[src/design/mpog_pkg.sv]
// shared types, constants and microcode program for the merkle proof offset generator
// no dependencies; imported by merkle_proof_offset_generator_unit
`timescale 1ns / 1ps

package mpog_pkg;

  localparam int BLOCK_BYTES     = 1024;
  localparam int MAX_BLOCKS_LOG2 = 20;
  localparam int HASH_BYTES      = 32;

  localparam int BLOCK_SHIFT = $clog2(BLOCK_BYTES);
  localparam int HASH_SHIFT  = $clog2(HASH_BYTES);
  localparam int STACK_DEPTH = MAX_BLOCKS_LOG2 + 1;
  localparam int MAX_HASHES  = 2 * MAX_BLOCKS_LOG2;

  // field widths
  localparam int LEN_W  = 30;
  localparam int OFF_W  = 26;
  localparam int SIZE_W = 10;
  localparam int BLK_W  = 21;
  localparam int CNT_W  = 6;
  localparam int PAY_W  = 12;

  localparam int IDX_W = BLK_W + 1;
  localparam int SP_W  = $clog2(STACK_DEPTH + 1);
  localparam int PTR_W = $clog2(STACK_DEPTH);

  typedef struct packed {
    logic [IDX_W-1:0] idx;
    logic [BLK_W-1:0] from;
    logic [BLK_W-1:0] to;
  } node_t;

  // micro-program counter, one-hot
  typedef enum logic [8:0] {
    S_WAIT  = 9'b000000001,
    S_CHECK = 9'b000000010,
    S_VISIT = 9'b000000100,
    S_DESC  = 9'b000001000,
    S_EMCHK = 9'b000010000,
    S_EMIT  = 9'b000100000,
    S_POP   = 9'b001000000,
    S_SUM   = 9'b010000000,
    S_ERR   = 9'b100000000
  } step_t;

  typedef enum logic [2:0] {
    C_NONE,
    C_BAD,
    C_OUTSIDE,
    C_FULL,
    C_INNER,
    C_EMPTY
  } cond_t;

  typedef enum logic [2:0] {
    A_NONE,
    A_LOAD,
    A_SETUP,
    A_SPLIT,
    A_COUNT,
    A_POP
  } act_t;

  typedef enum logic [1:0] {
    O_NONE,
    O_HASH,
    O_SUM,
    O_ERR
  } osel_t;

  typedef struct packed {
    logic  wait_in;
    logic  wait_out;
    osel_t osel;
    cond_t cond;
    act_t  act;
    step_t jump_to;
    step_t next_to;
  } ucode_t;

  // control store: action runs only on the fall-through path
  function automatic ucode_t ucode_rom(step_t s);
    ucode_t w;
    begin
      case (s)
        S_WAIT:  w = '{1'b1, 1'b0, O_NONE, C_NONE,    A_LOAD,  S_WAIT,  S_CHECK};
        S_CHECK: w = '{1'b0, 1'b0, O_NONE, C_BAD,     A_SETUP, S_ERR,   S_VISIT};
        S_VISIT: w = '{1'b0, 1'b0, O_NONE, C_OUTSIDE, A_NONE,  S_EMCHK, S_DESC};
        S_DESC:  w = '{1'b0, 1'b0, O_NONE, C_INNER,   A_SPLIT, S_POP,   S_VISIT};
        S_EMCHK: w = '{1'b0, 1'b0, O_NONE, C_FULL,    A_NONE,  S_POP,   S_EMIT};
        S_EMIT:  w = '{1'b0, 1'b1, O_HASH, C_NONE,    A_COUNT, S_POP,   S_POP};
        S_POP:   w = '{1'b0, 1'b0, O_NONE, C_EMPTY,   A_POP,   S_SUM,   S_VISIT};
        S_SUM:   w = '{1'b0, 1'b1, O_SUM,  C_NONE,    A_NONE,  S_WAIT,  S_WAIT};
        S_ERR:   w = '{1'b0, 1'b1, O_ERR,  C_NONE,    A_NONE,  S_WAIT,  S_WAIT};
        default: w = '{1'b0, 1'b0, O_NONE, C_NONE,    A_NONE,  S_WAIT,  S_WAIT};
      endcase
      return w;
    end
  endfunction

  // largest power of two strictly below n, for n >= 2: top bit of n - 1
  function automatic logic [BLK_W-1:0] split_size(logic [BLK_W-1:0] n);
    logic [BLK_W-1:0] m;
    begin
      m = n - BLK_W'(1);
      m = m | (m >> 1);
      m = m | (m >> 2);
      m = m | (m >> 4);
      m = m | (m >> 8);
      m = m | (m >> 16);
      return m ^ (m >> 1);
    end
  endfunction

endpackage

[src/design/merkle_proof_offset_generator_unit.sv]
// merkle proof offset generator: microcoded tree walk with node stack
// depends on mpog_pkg (types, constants, control store)
`timescale 1ns / 1ps

// Usage:
// A request transaction (total_length, region_start, region_end) is taken on
// in_valid/in_ready. in_ready is high only while the sequencer waits at its
// first step, so one request is in work at a time.
// For a good request the block sends one transaction per needed hash (kind 0,
// digest_offset) in left-to-right order, then one summary transaction (kind 1,
// last 1). A bad request gives only the summary with status 1.
// The micro-program runs one step per cycle unless stalled: it takes the
// request, checks it, then for each tree node visited splits the node,
// passes over it when it is wholly inside the region, or sends its hash;
// the summary comes last. The walk pauses while out_ready is held low.
// A stalled receiver freezes the sequencer on the step that shows the result;
// the result fields stay put until the transaction completes.
// The next request can be taken in the cycle after the summary is taken.
// Reset returns the sequencer to its waiting step and clears the stack
// pointer and hash count; stack contents are written before they are read.
module merkle_proof_offset_generator_unit (
  input  logic                        clk,
  input  logic                        rst,
  input  logic                        in_valid,
  output logic                        in_ready,
  input  logic [mpog_pkg::LEN_W-1:0]  total_length,
  input  logic [mpog_pkg::LEN_W-1:0]  region_start,
  input  logic [mpog_pkg::LEN_W-1:0]  region_end,
  output logic                        out_valid,
  input  logic                        out_ready,
  output logic                        kind,
  output logic [mpog_pkg::OFF_W-1:0]  digest_offset,
  output logic [mpog_pkg::LEN_W-1:0]  head_start,
  output logic [mpog_pkg::SIZE_W-1:0] lead_bytes,
  output logic [mpog_pkg::SIZE_W-1:0] trail_bytes,
  output logic [mpog_pkg::BLK_W-1:0]  total_blocks,
  output logic [mpog_pkg::BLK_W-1:0]  region_blocks,
  output logic [mpog_pkg::CNT_W-1:0]  hash_total,
  output logic [mpog_pkg::PAY_W-1:0]  payload_bytes,
  output logic                        status,
  output logic                        last
);
  import mpog_pkg::*;

  step_t  step;
  step_t  step_next;
  ucode_t uw;

  logic [LEN_W-1:0]  len_r;
  logic [LEN_W-1:0]  start_r;
  logic [LEN_W-1:0]  end_r;
  logic [BLK_W-1:0]  nb;
  logic [BLK_W-1:0]  bf;
  logic [BLK_W-1:0]  bt;
  logic [SIZE_W-1:0] tail;
  logic [SP_W-1:0]   sp;
  logic [CNT_W-1:0]  cnt;
  node_t             cur;
  node_t             node_stack [STACK_DEPTH];

  logic              stall;
  logic              cond_hit;
  logic              advance;
  logic              do_act;
  logic              bad;
  logic [BLK_W-1:0]  nb_calc;
  logic [BLK_W-1:0]  bt_calc;
  logic [SIZE_W-1:0] tail_up;
  logic [LEN_W:0]    block_end;
  logic [SIZE_W-1:0] tail_calc;
  logic [BLK_W-1:0]  node_size;
  logic [BLK_W-1:0]  half;
  logic [IDX_W-1:0]  hidx;
  node_t             right;
  logic [PTR_W-1:0]  top;

  assign uw = ucode_rom(step);

  // request decode
  assign bad = (start_r == '0) || (start_r >= end_r) || (end_r > len_r);

  assign nb_calc   = BLK_W'(len_r >> BLOCK_SHIFT) + BLK_W'(|len_r[BLOCK_SHIFT-1:0]);
  assign bt_calc   = BLK_W'(end_r >> BLOCK_SHIFT) + BLK_W'(|end_r[BLOCK_SHIFT-1:0]);
  // bytes up to the next block boundary
  assign tail_up   = SIZE_W'(-end_r[BLOCK_SHIFT-1:0]);
  assign block_end = (LEN_W+1)'(end_r) + (LEN_W+1)'(tail_up);
  assign tail_calc = (block_end > (LEN_W+1)'(len_r)) ? SIZE_W'(len_r - end_r) : tail_up;

  // tree walk datapath
  assign node_size = cur.to - cur.from;
  assign half      = split_size(node_size);
  assign hidx      = cur.idx + IDX_W'({node_size, 1'b0}) - IDX_W'(2);
  assign right.idx  = cur.idx + IDX_W'({half, 1'b0}) - IDX_W'(1);
  assign right.from = cur.from + half;
  assign right.to   = cur.to;
  assign top        = PTR_W'(sp - SP_W'(1));

  always_comb begin
    case (uw.cond)
      C_NONE:    cond_hit = 1'b0;
      C_BAD:     cond_hit = bad;
      C_OUTSIDE: cond_hit = (cur.to <= bf) || (cur.from >= bt);
      C_FULL:    cond_hit = cnt >= CNT_W'(MAX_HASHES);
      C_INNER:   cond_hit = ((cur.from >= bf) && (cur.to <= bt)) || (node_size < BLK_W'(2));
      C_EMPTY:   cond_hit = sp == '0;
      default:   cond_hit = 1'b0;
    endcase
  end

  assign stall     = (uw.wait_in && !in_valid) || (uw.wait_out && !out_ready);
  assign advance   = !stall;
  assign do_act    = advance && !cond_hit;
  assign step_next = !advance ? step : (cond_hit ? uw.jump_to : uw.next_to);

  always_ff @(posedge clk) begin
    if (rst) begin
      step <= S_WAIT;
    end else begin
      step <= step_next;
    end
  end

  always_ff @(posedge clk) begin
    if (rst) begin
      sp  <= '0;
      cnt <= '0;
    end else if (do_act) begin
      case (uw.act)
        A_SETUP: begin
          sp  <= '0;
          cnt <= '0;
        end
        A_SPLIT: begin
          if (sp < SP_W'(STACK_DEPTH)) begin
            sp <= sp + SP_W'(1);
          end
        end
        A_COUNT: cnt <= cnt + CNT_W'(1);
        A_POP:   sp  <= sp - SP_W'(1);
        default: ;
      endcase
    end
  end

  always_ff @(posedge clk) begin
    if (do_act) begin
      case (uw.act)
        A_LOAD: begin
          len_r   <= total_length;
          start_r <= region_start;
          end_r   <= region_end;
        end
        A_SETUP: begin
          nb       <= nb_calc;
          bf       <= BLK_W'(start_r >> BLOCK_SHIFT);
          bt       <= bt_calc;
          tail     <= tail_calc;
          cur.idx  <= '0;
          cur.from <= '0;
          cur.to   <= nb_calc;
        end
        A_SPLIT: begin
          if (sp < SP_W'(STACK_DEPTH)) begin
            node_stack[PTR_W'(sp)] <= right;
          end
          cur.to <= cur.from + half;
        end
        A_POP:   cur <= node_stack[top];
        default: ;
      endcase
    end
  end

  // result fields
  always_comb begin
    in_ready      = uw.wait_in;
    out_valid     = uw.osel != O_NONE;
    kind          = 1'b0;
    digest_offset = '0;
    head_start    = '0;
    lead_bytes    = '0;
    trail_bytes   = '0;
    total_blocks  = '0;
    region_blocks = '0;
    hash_total    = '0;
    payload_bytes = '0;
    status        = 1'b0;
    last          = 1'b0;
    case (uw.osel)
      O_HASH: begin
        digest_offset = OFF_W'(hidx) << HASH_SHIFT;
      end
      O_SUM: begin
        kind          = 1'b1;
        head_start    = LEN_W'(bf) << BLOCK_SHIFT;
        lead_bytes    = start_r[SIZE_W-1:0];
        trail_bytes   = tail;
        total_blocks  = nb;
        region_blocks = bt - bf;
        hash_total    = cnt;
        payload_bytes = PAY_W'(start_r[SIZE_W-1:0]) + PAY_W'(tail)
                        + (PAY_W'(cnt) << HASH_SHIFT);
        last          = 1'b1;
      end
      O_ERR: begin
        kind   = 1'b1;
        status = 1'b1;
        last   = 1'b1;
      end
      default: ;
    endcase
  end

endmodule
[config.mk]
export PLATFORM = sky130hd
export DESIGN_NAME = merkle_proof_offset_generator_unit
export DESIGN_NICKNAME = d
export VERILOG_FILES = /design/src/design/mpog_pkg.sv /design/src/design/merkle_proof_offset_generator_unit.sv
export SDC_FILE = /design/constraint.sdc
export NUM_CORES = 2
export LEC_CHECK = 0
export BUFFER_PORTS_ARGS = -buffer_cell sky130_fd_sc_hd__buf_2
export CORE_MARGIN = 3
export CORE_UTILIZATION = 40
export DETAILED_ROUTE_END_ITERATION = 10
export PLACE_DENSITY = 0.66
export SLEW_MARGIN = 25
export SYNTH_ARGS = -nofsm -noshare
export SYNTH_HDL_FRONTEND = slang
export SYNTH_SLANG_ARGS = --single-unit
[constraint.sdc]
create_clock -name clk -period 14.48 [get_ports clk]
set_clock_uncertainty 0.2 [all_clocks]
set_input_delay 2.172 -clock clk [delete_from_list [all_inputs] [get_ports clk]]
set_output_delay 2.172 -clock clk [all_outputs]
set_load 0.02 [all_outputs]
# Word-level counts from Yosys, hierarchy flattened
# Memories as Yosys holds them, arrays and structs flattened.
# Cells that the tools add are included.
# totals
regBits	246
ramBits	1344
in_bits	94
n_memories	1
# op_classes
n_addsub	18
n_lt_le_gt_ge	10
eq_ne	23
n_mux	23
bitwise_logic	6
reduce_logical	28
# mem_list
name	depth	word_bits	rd	rd_clocked_by_memory_dff	wr	line	rtl
node_stack	21	64	1	0	1	merkle_proof_offset_generator_unit.sv:59	node_t node_stack [STACK_DEPTH];
# ops
operator	count
28-bit one-hot mux with 9 select lines	1
43-bit one-hot mux with 2 select lines	1
21-bit one-hot mux with 3 select lines	1
20-bit by 1-bit adder with 21-bit output	2
21-bit adder	2
21-bit two-way mux	2
30-bit by 10-bit adder with 31-bit output	1
31-bit by 30-bit greater-than comparator with 1-bit output	1
30-bit >= comparator	1
30-bit greater-than comparator	1
30-bit zero test	1
10-bit two-way mux	3
30-bit two-way mux	1
26-bit two-way mux	1
22-bit adder	1
22-bit by 1-bit subtractor with 22-bit output, second input constant	1
21-bit by 20-bit >= comparator with 1-bit output	1
21-bit >= comparator	1
21-bit by 20-bit less-or-equal comparator with 1-bit output	1
21-bit less-or-equal comparator	1
21-bit by 2-bit less-than comparator with 1-bit output, second input constant	1
21-bit by 13-bit OR with 21-bit output	1
21-bit by 17-bit OR with 21-bit output	1
21-bit by 19-bit OR with 21-bit output	1
49 further kinds	79

# Depth between registers and ports, before layout
# depth
depth_word	10
depth_mapped	32
ltp_nobuf	30

# Worst setup path after synthesis
# Ideal clock, no wire load.
# synth_timing
path_kind	register to register
start	register sp[0]
end	memory node_stack[17][0] (netlist name) (enable)
setup_time_ps	663
arrival_time_ps	11143
path_slack_ps	2474
path_stages_with_launch	17
period_less_slack_ps	12006
path_cell_list	dfxtp_1 clkbuf_1 clkbuf_1 clkbuf_1 clkbuf_1 buf_1 inv_1 ha_1 inv_1 or3_1 nand2_1 and3_1 a222oi_1 nor4b_4 nand2_1 clkbuf_1 nor4b_1
# synth_between
elab_chain_cells	6
elab_cells_between_ends	9
classes_between	1 x order compare; 5 x mux; 3 x reduce/logical
# synth_rtl
item	line	rtl
start, declared	merkle_proof_offset_generator_unit.sv:56	logic [SP_W-1:0] sp;
start signal, assigned	merkle_proof_offset_generator_unit.sv:135	sp <= sp + SP_W'(1);
start signal, assigned	merkle_proof_offset_generator_unit.sv:139	A_POP: sp <= sp - SP_W'(1);
branches (longest 6 deep; another with 5-bit less-than comparator)	n/a	
end, declared	merkle_proof_offset_generator_unit.sv:59	
# Several ways; the timed one is not identified.

==> results.tsv <==
stage	metric	value	unit
setup_path	CP Max Fanout	22	
synthesis	area leader, netlist	edfxtp_1	
final_layout	share of layout cells above drive strength 1	0.2079	
pwr	combinational share of power	0.174	
timing	fin crit period	9746	ps
outcome	outcome	complete, no violations	
synthesis	Post-Synthesis Cells	4496	
floorplanning	I/O pins	235	
cts	CTS tree	done	
cts	CTS Buffer Depth	3	
cts	CTS Hold Bufs	0	
cts	postcts setup bufs	0	
synthesis	mean post-synth cell area	16.20	um^2
synthesis	Post-Synth XOR/XNOR Area	0.02248	
setup_path	CP Capture Type	register	
routing	via count	42650	
floorplanning	Initial Util	0.4050	
pwr	Power Total	11.39	mW
floorplanning	Die H	432.7	um
synthesis	Synth cell types	95	
grt	gr usage total	0.2143	
floorplanning	Rows	155	
grt	busiest grt layer	met2	
routing	# DRC	0	
cts	Skew-Pair Late Insertion Delay	830	ps
floorplanning	die area	0.1872	mm^2
cts	Root Buffer	clkbuf_16	
synthesis	Seq/Total Area, Yosys	0.6439	
floorplanning	Core ar.	0.1798	mm^2
synthesis	share of the synthesized area in the top cell type	0.6384	
grt	initial antenna violation count	13	
final_layout	layout net count	5279	
pwr	PwrDens	137.8	mW/mm^2
synthesis	flip-flop and latch count after synthesis	1568	
pwr	Clk pwr share	0.349	
grt	first-pass GRT wire length	292400	um
synthesis	complex-gate fraction of the synthesized area	0.05378	
place	I/O Buffers	219	
synthesis	Main synth FF type	edfxtp_1	
synthesis	Synth area leaders	edfxtp_1, mux4_2, ha_1	
grt	grt met2 use	0.3539	
routing	Post-Route WL	202200	um
setup_path	CP Data Required Time	14770	ps
run	MaxCap Viol Count	0	
place	placer's final routability congestion estimate	0.9415	
grt	GR Util met1	0.2890	
timing	share of the clock period used by the worst path	0.6731	
setup_path	CP peak stage delay	760	ps
synthesis	mux cell area share after synthesis	0.1278	
cts	H-Tree Level Count	4	
setup_path	Crit-path slowest cell	edfxtp_1	
setup_path	Startpoint Class	register	
cts	post-cts resize count	0	
place	hpwl dp	130500	um
synthesis	simple-gate portion of the synthesized area	0.06287	
timing	Least-Margin Pin Slew	1106	ps
grt	GR Layer Usage met3	0.03533	
synthesis	count of flip-flops with a built-in enable after synthesis	1548	
timing	Max Clk Rate	0.1026	GHz
cts	Clock transition at path regs	60	ps
floorplanning	die width	432.7	um
timing	setup tns final	0	ps
synthesis	largest family of logic cells by synthesized area	multiplexers	
timing	RSZ-0062 raised after global routing	no	
pwr	Sw Share	0.2804	
setup_path	R2R Setup Slk	4730	ps
grt	number of global-route vias before repair	41880	
timing	final setup violation count	0	
setup_path	CP Class	register to register	
pwr	Psw	3.194	mW
timing	Slew Viols, Final	0	
cts	Clock Sinks	1568	
synthesis	post-synthesis cell area	0.07281	mm^2
pwr	Pleak	28.52	nW
routing	Routed Antenna Nets	0	
setup_path	Worst path most repeated cell	a21oi_1	
pwr	Cell Int Power	8.194	mW
pwr	Flop pwr share	0.477	
routing	DR WL/cell	27.64	um
synthesis	Adder-Cell Fraction of Synth Area	0.06378	
routing	Iter 0 DRT Violations	4660	
grt	largest net degree at the start of global routing	121	
place	placed cell count	7016	
hold_path	HP Class	register to register	
synthesis	YS warnings	0	
final_layout	area growth from synthesis to layout	13.48	%
final_layout	Multi-input gate area	0.02462	mm^2
timing	worst hold margin	323.0	ps
routing	Pre-Repair DR Iteration Count	5	
final_layout	Layout fillers	15170	
setup_path	CP arrival	10030	ps
pwr	worst ir drop on vdd	0.09479	mV
timing	Final Hold Viols	0	
final_layout	non-filler cells in the finished layout	7316	
grt	total congestion overflow	0	
synthesis	Async S/R FF share, synth	0	
cts	Inserted Clock Buffers	157	
timing	Rel. slew slack	0.2625	
final_layout	Sequential Area	0.04689	mm^2
routing	post-DR vias/cell	5.829	
routing by layer:
layer | vias to the layer above | share of wire
met5 | - | 0.000069
met2 | 1779 | 0.49
met1 | 22170 | 0.41
met4 | 2 | 0.031
met3 | 288 | 0.076
li1 | 18410 | -
Yosys cell counts (16+ instances only):
cell and number:
nand4_1 46, edfxtp_1 1548, o21a_1 21, nor4_1 46, xnor2_1 134, inv_1 293, buf_4 16, nand2_1 125
a21o_1 71, nor2b_1 31, nand2b_1 27, a211oi_1 77, and2_1 61, dfxtp_1 20, nor2_1 250, clkbuf_1 128
mux2i_1 78, a21oi_1 129, mux4_2 378, o21ai_0 85, or3_1 23, nand3_1 80, o21bai_1 18, ha_1 352
and3_1 34, buf_1 30, xor2_1 51, nor3_1 80
layout make-up:
class / count / area share
Timing Repair Buffer: 331 / 0.02442
Clock buffer: 192 / 0.05003
Sequential cell: 1568 / 0.5674
Inverter: 295 / 0.01340
Tap cell: 2355 / 0.03566
Clock inverter: 96 / 0.01077
Antenna cell: 11 / 0.0003331
Multi-Input combinational cell: 2468 / 0.2979
power groups by stage:
stage	Sequential, mW	Clock [mW]	Combinational (mW)
final	5.43	3.98	1.98
after global routing	5.43	4.22	2.17
after CTS	5.42	4.04	1.98
after detailed placement	5.52	0	1.97
after global placement	5.52	0	1.93
after floorplan	5.44	0	1.34
logic make-up after synthesis:
kind of cell | Yosys count
flip-flops | 1568
AND/OR/NAND/NOR | 882
AO/OA/AOI/OAI | 564
buffers and inverters | 474
multiplexers | 457
adder cells (fa/ha/maj) | 364
XOR/XNOR | 186
other | 1
worst max-delay path, delay by kind of cell (launching register included):
family | cells | cell delay [ps]
AOI/OAI and AO/OA | 12 | 3420
DFF | 1 | 760
xor gates and xnor gates | 2 | 570
and+or+nand+nor | 8 | 2350
buffers and inverters | 3 | 460
adders and majority gates | 5 | 1620
worst paths after layout:
kind | endpoint | depth (start not counted) | from
worst max-delay path | node_stack[15][61]$_DFFE_PP_ | 30 | cur[0]$_DFFE_PP_
worst min-delay path | step[8]$_SDFFE_PP0N_ | 2 | step[8]$_SDFFE_PP0N_
worst max register to register | node_stack[15][61]$_DFFE_PP_ | 30 | cur[0]$_DFFE_PP_
worst min register to register | step[8]$_SDFFE_PP0N_ | 2 | step[8]$_SDFFE_PP0N_
layout by cell type (no fill, tap or decap), drive strengths merged, types with 31 or more instances in the layout:
cell type and instances:
a211oi 79, a21o 71, a21oi 129, and2 62, and3 34, buf 331, clkbuf 192, clkinv 75
edfxtp 1548, ha 352, inv 304, mux2i 78, mux4 378, nand2 125, nand3 81, nand4 47
nor2 251, nor2b 31, nor3 81, nor4 50, o21ai 86, xnor2 135, xor2 51
stage by stage:
| stage | area (um^2) | util | setup WS [ps] |
|---|---|---|---|
| 6_report | 82630 | 0.4596 | 4734 |
| 5_1_grt | 82610 | 0.4595 | 4125 |
| 4_1_cts | 82460 | 0.4587 | 4990 |
| 3_5_place_dp | 77440 | 0.4307 | 5048 |
| 3_3_place_gp | 77340 | 0.4302 | 4899 |
| 2_1_floorplan | 72870 | - | 2474 |
sequential cells by signal, indices dropped and copies added (netlist names):
signal and count:
len_r 30, node_stack 1323, sp 5, start_r 30, cur 63, nb 21, tail 10, end_r 30
step 9, cnt 6, bf 20, bt 21
Power figures use the tool's default switching activity.
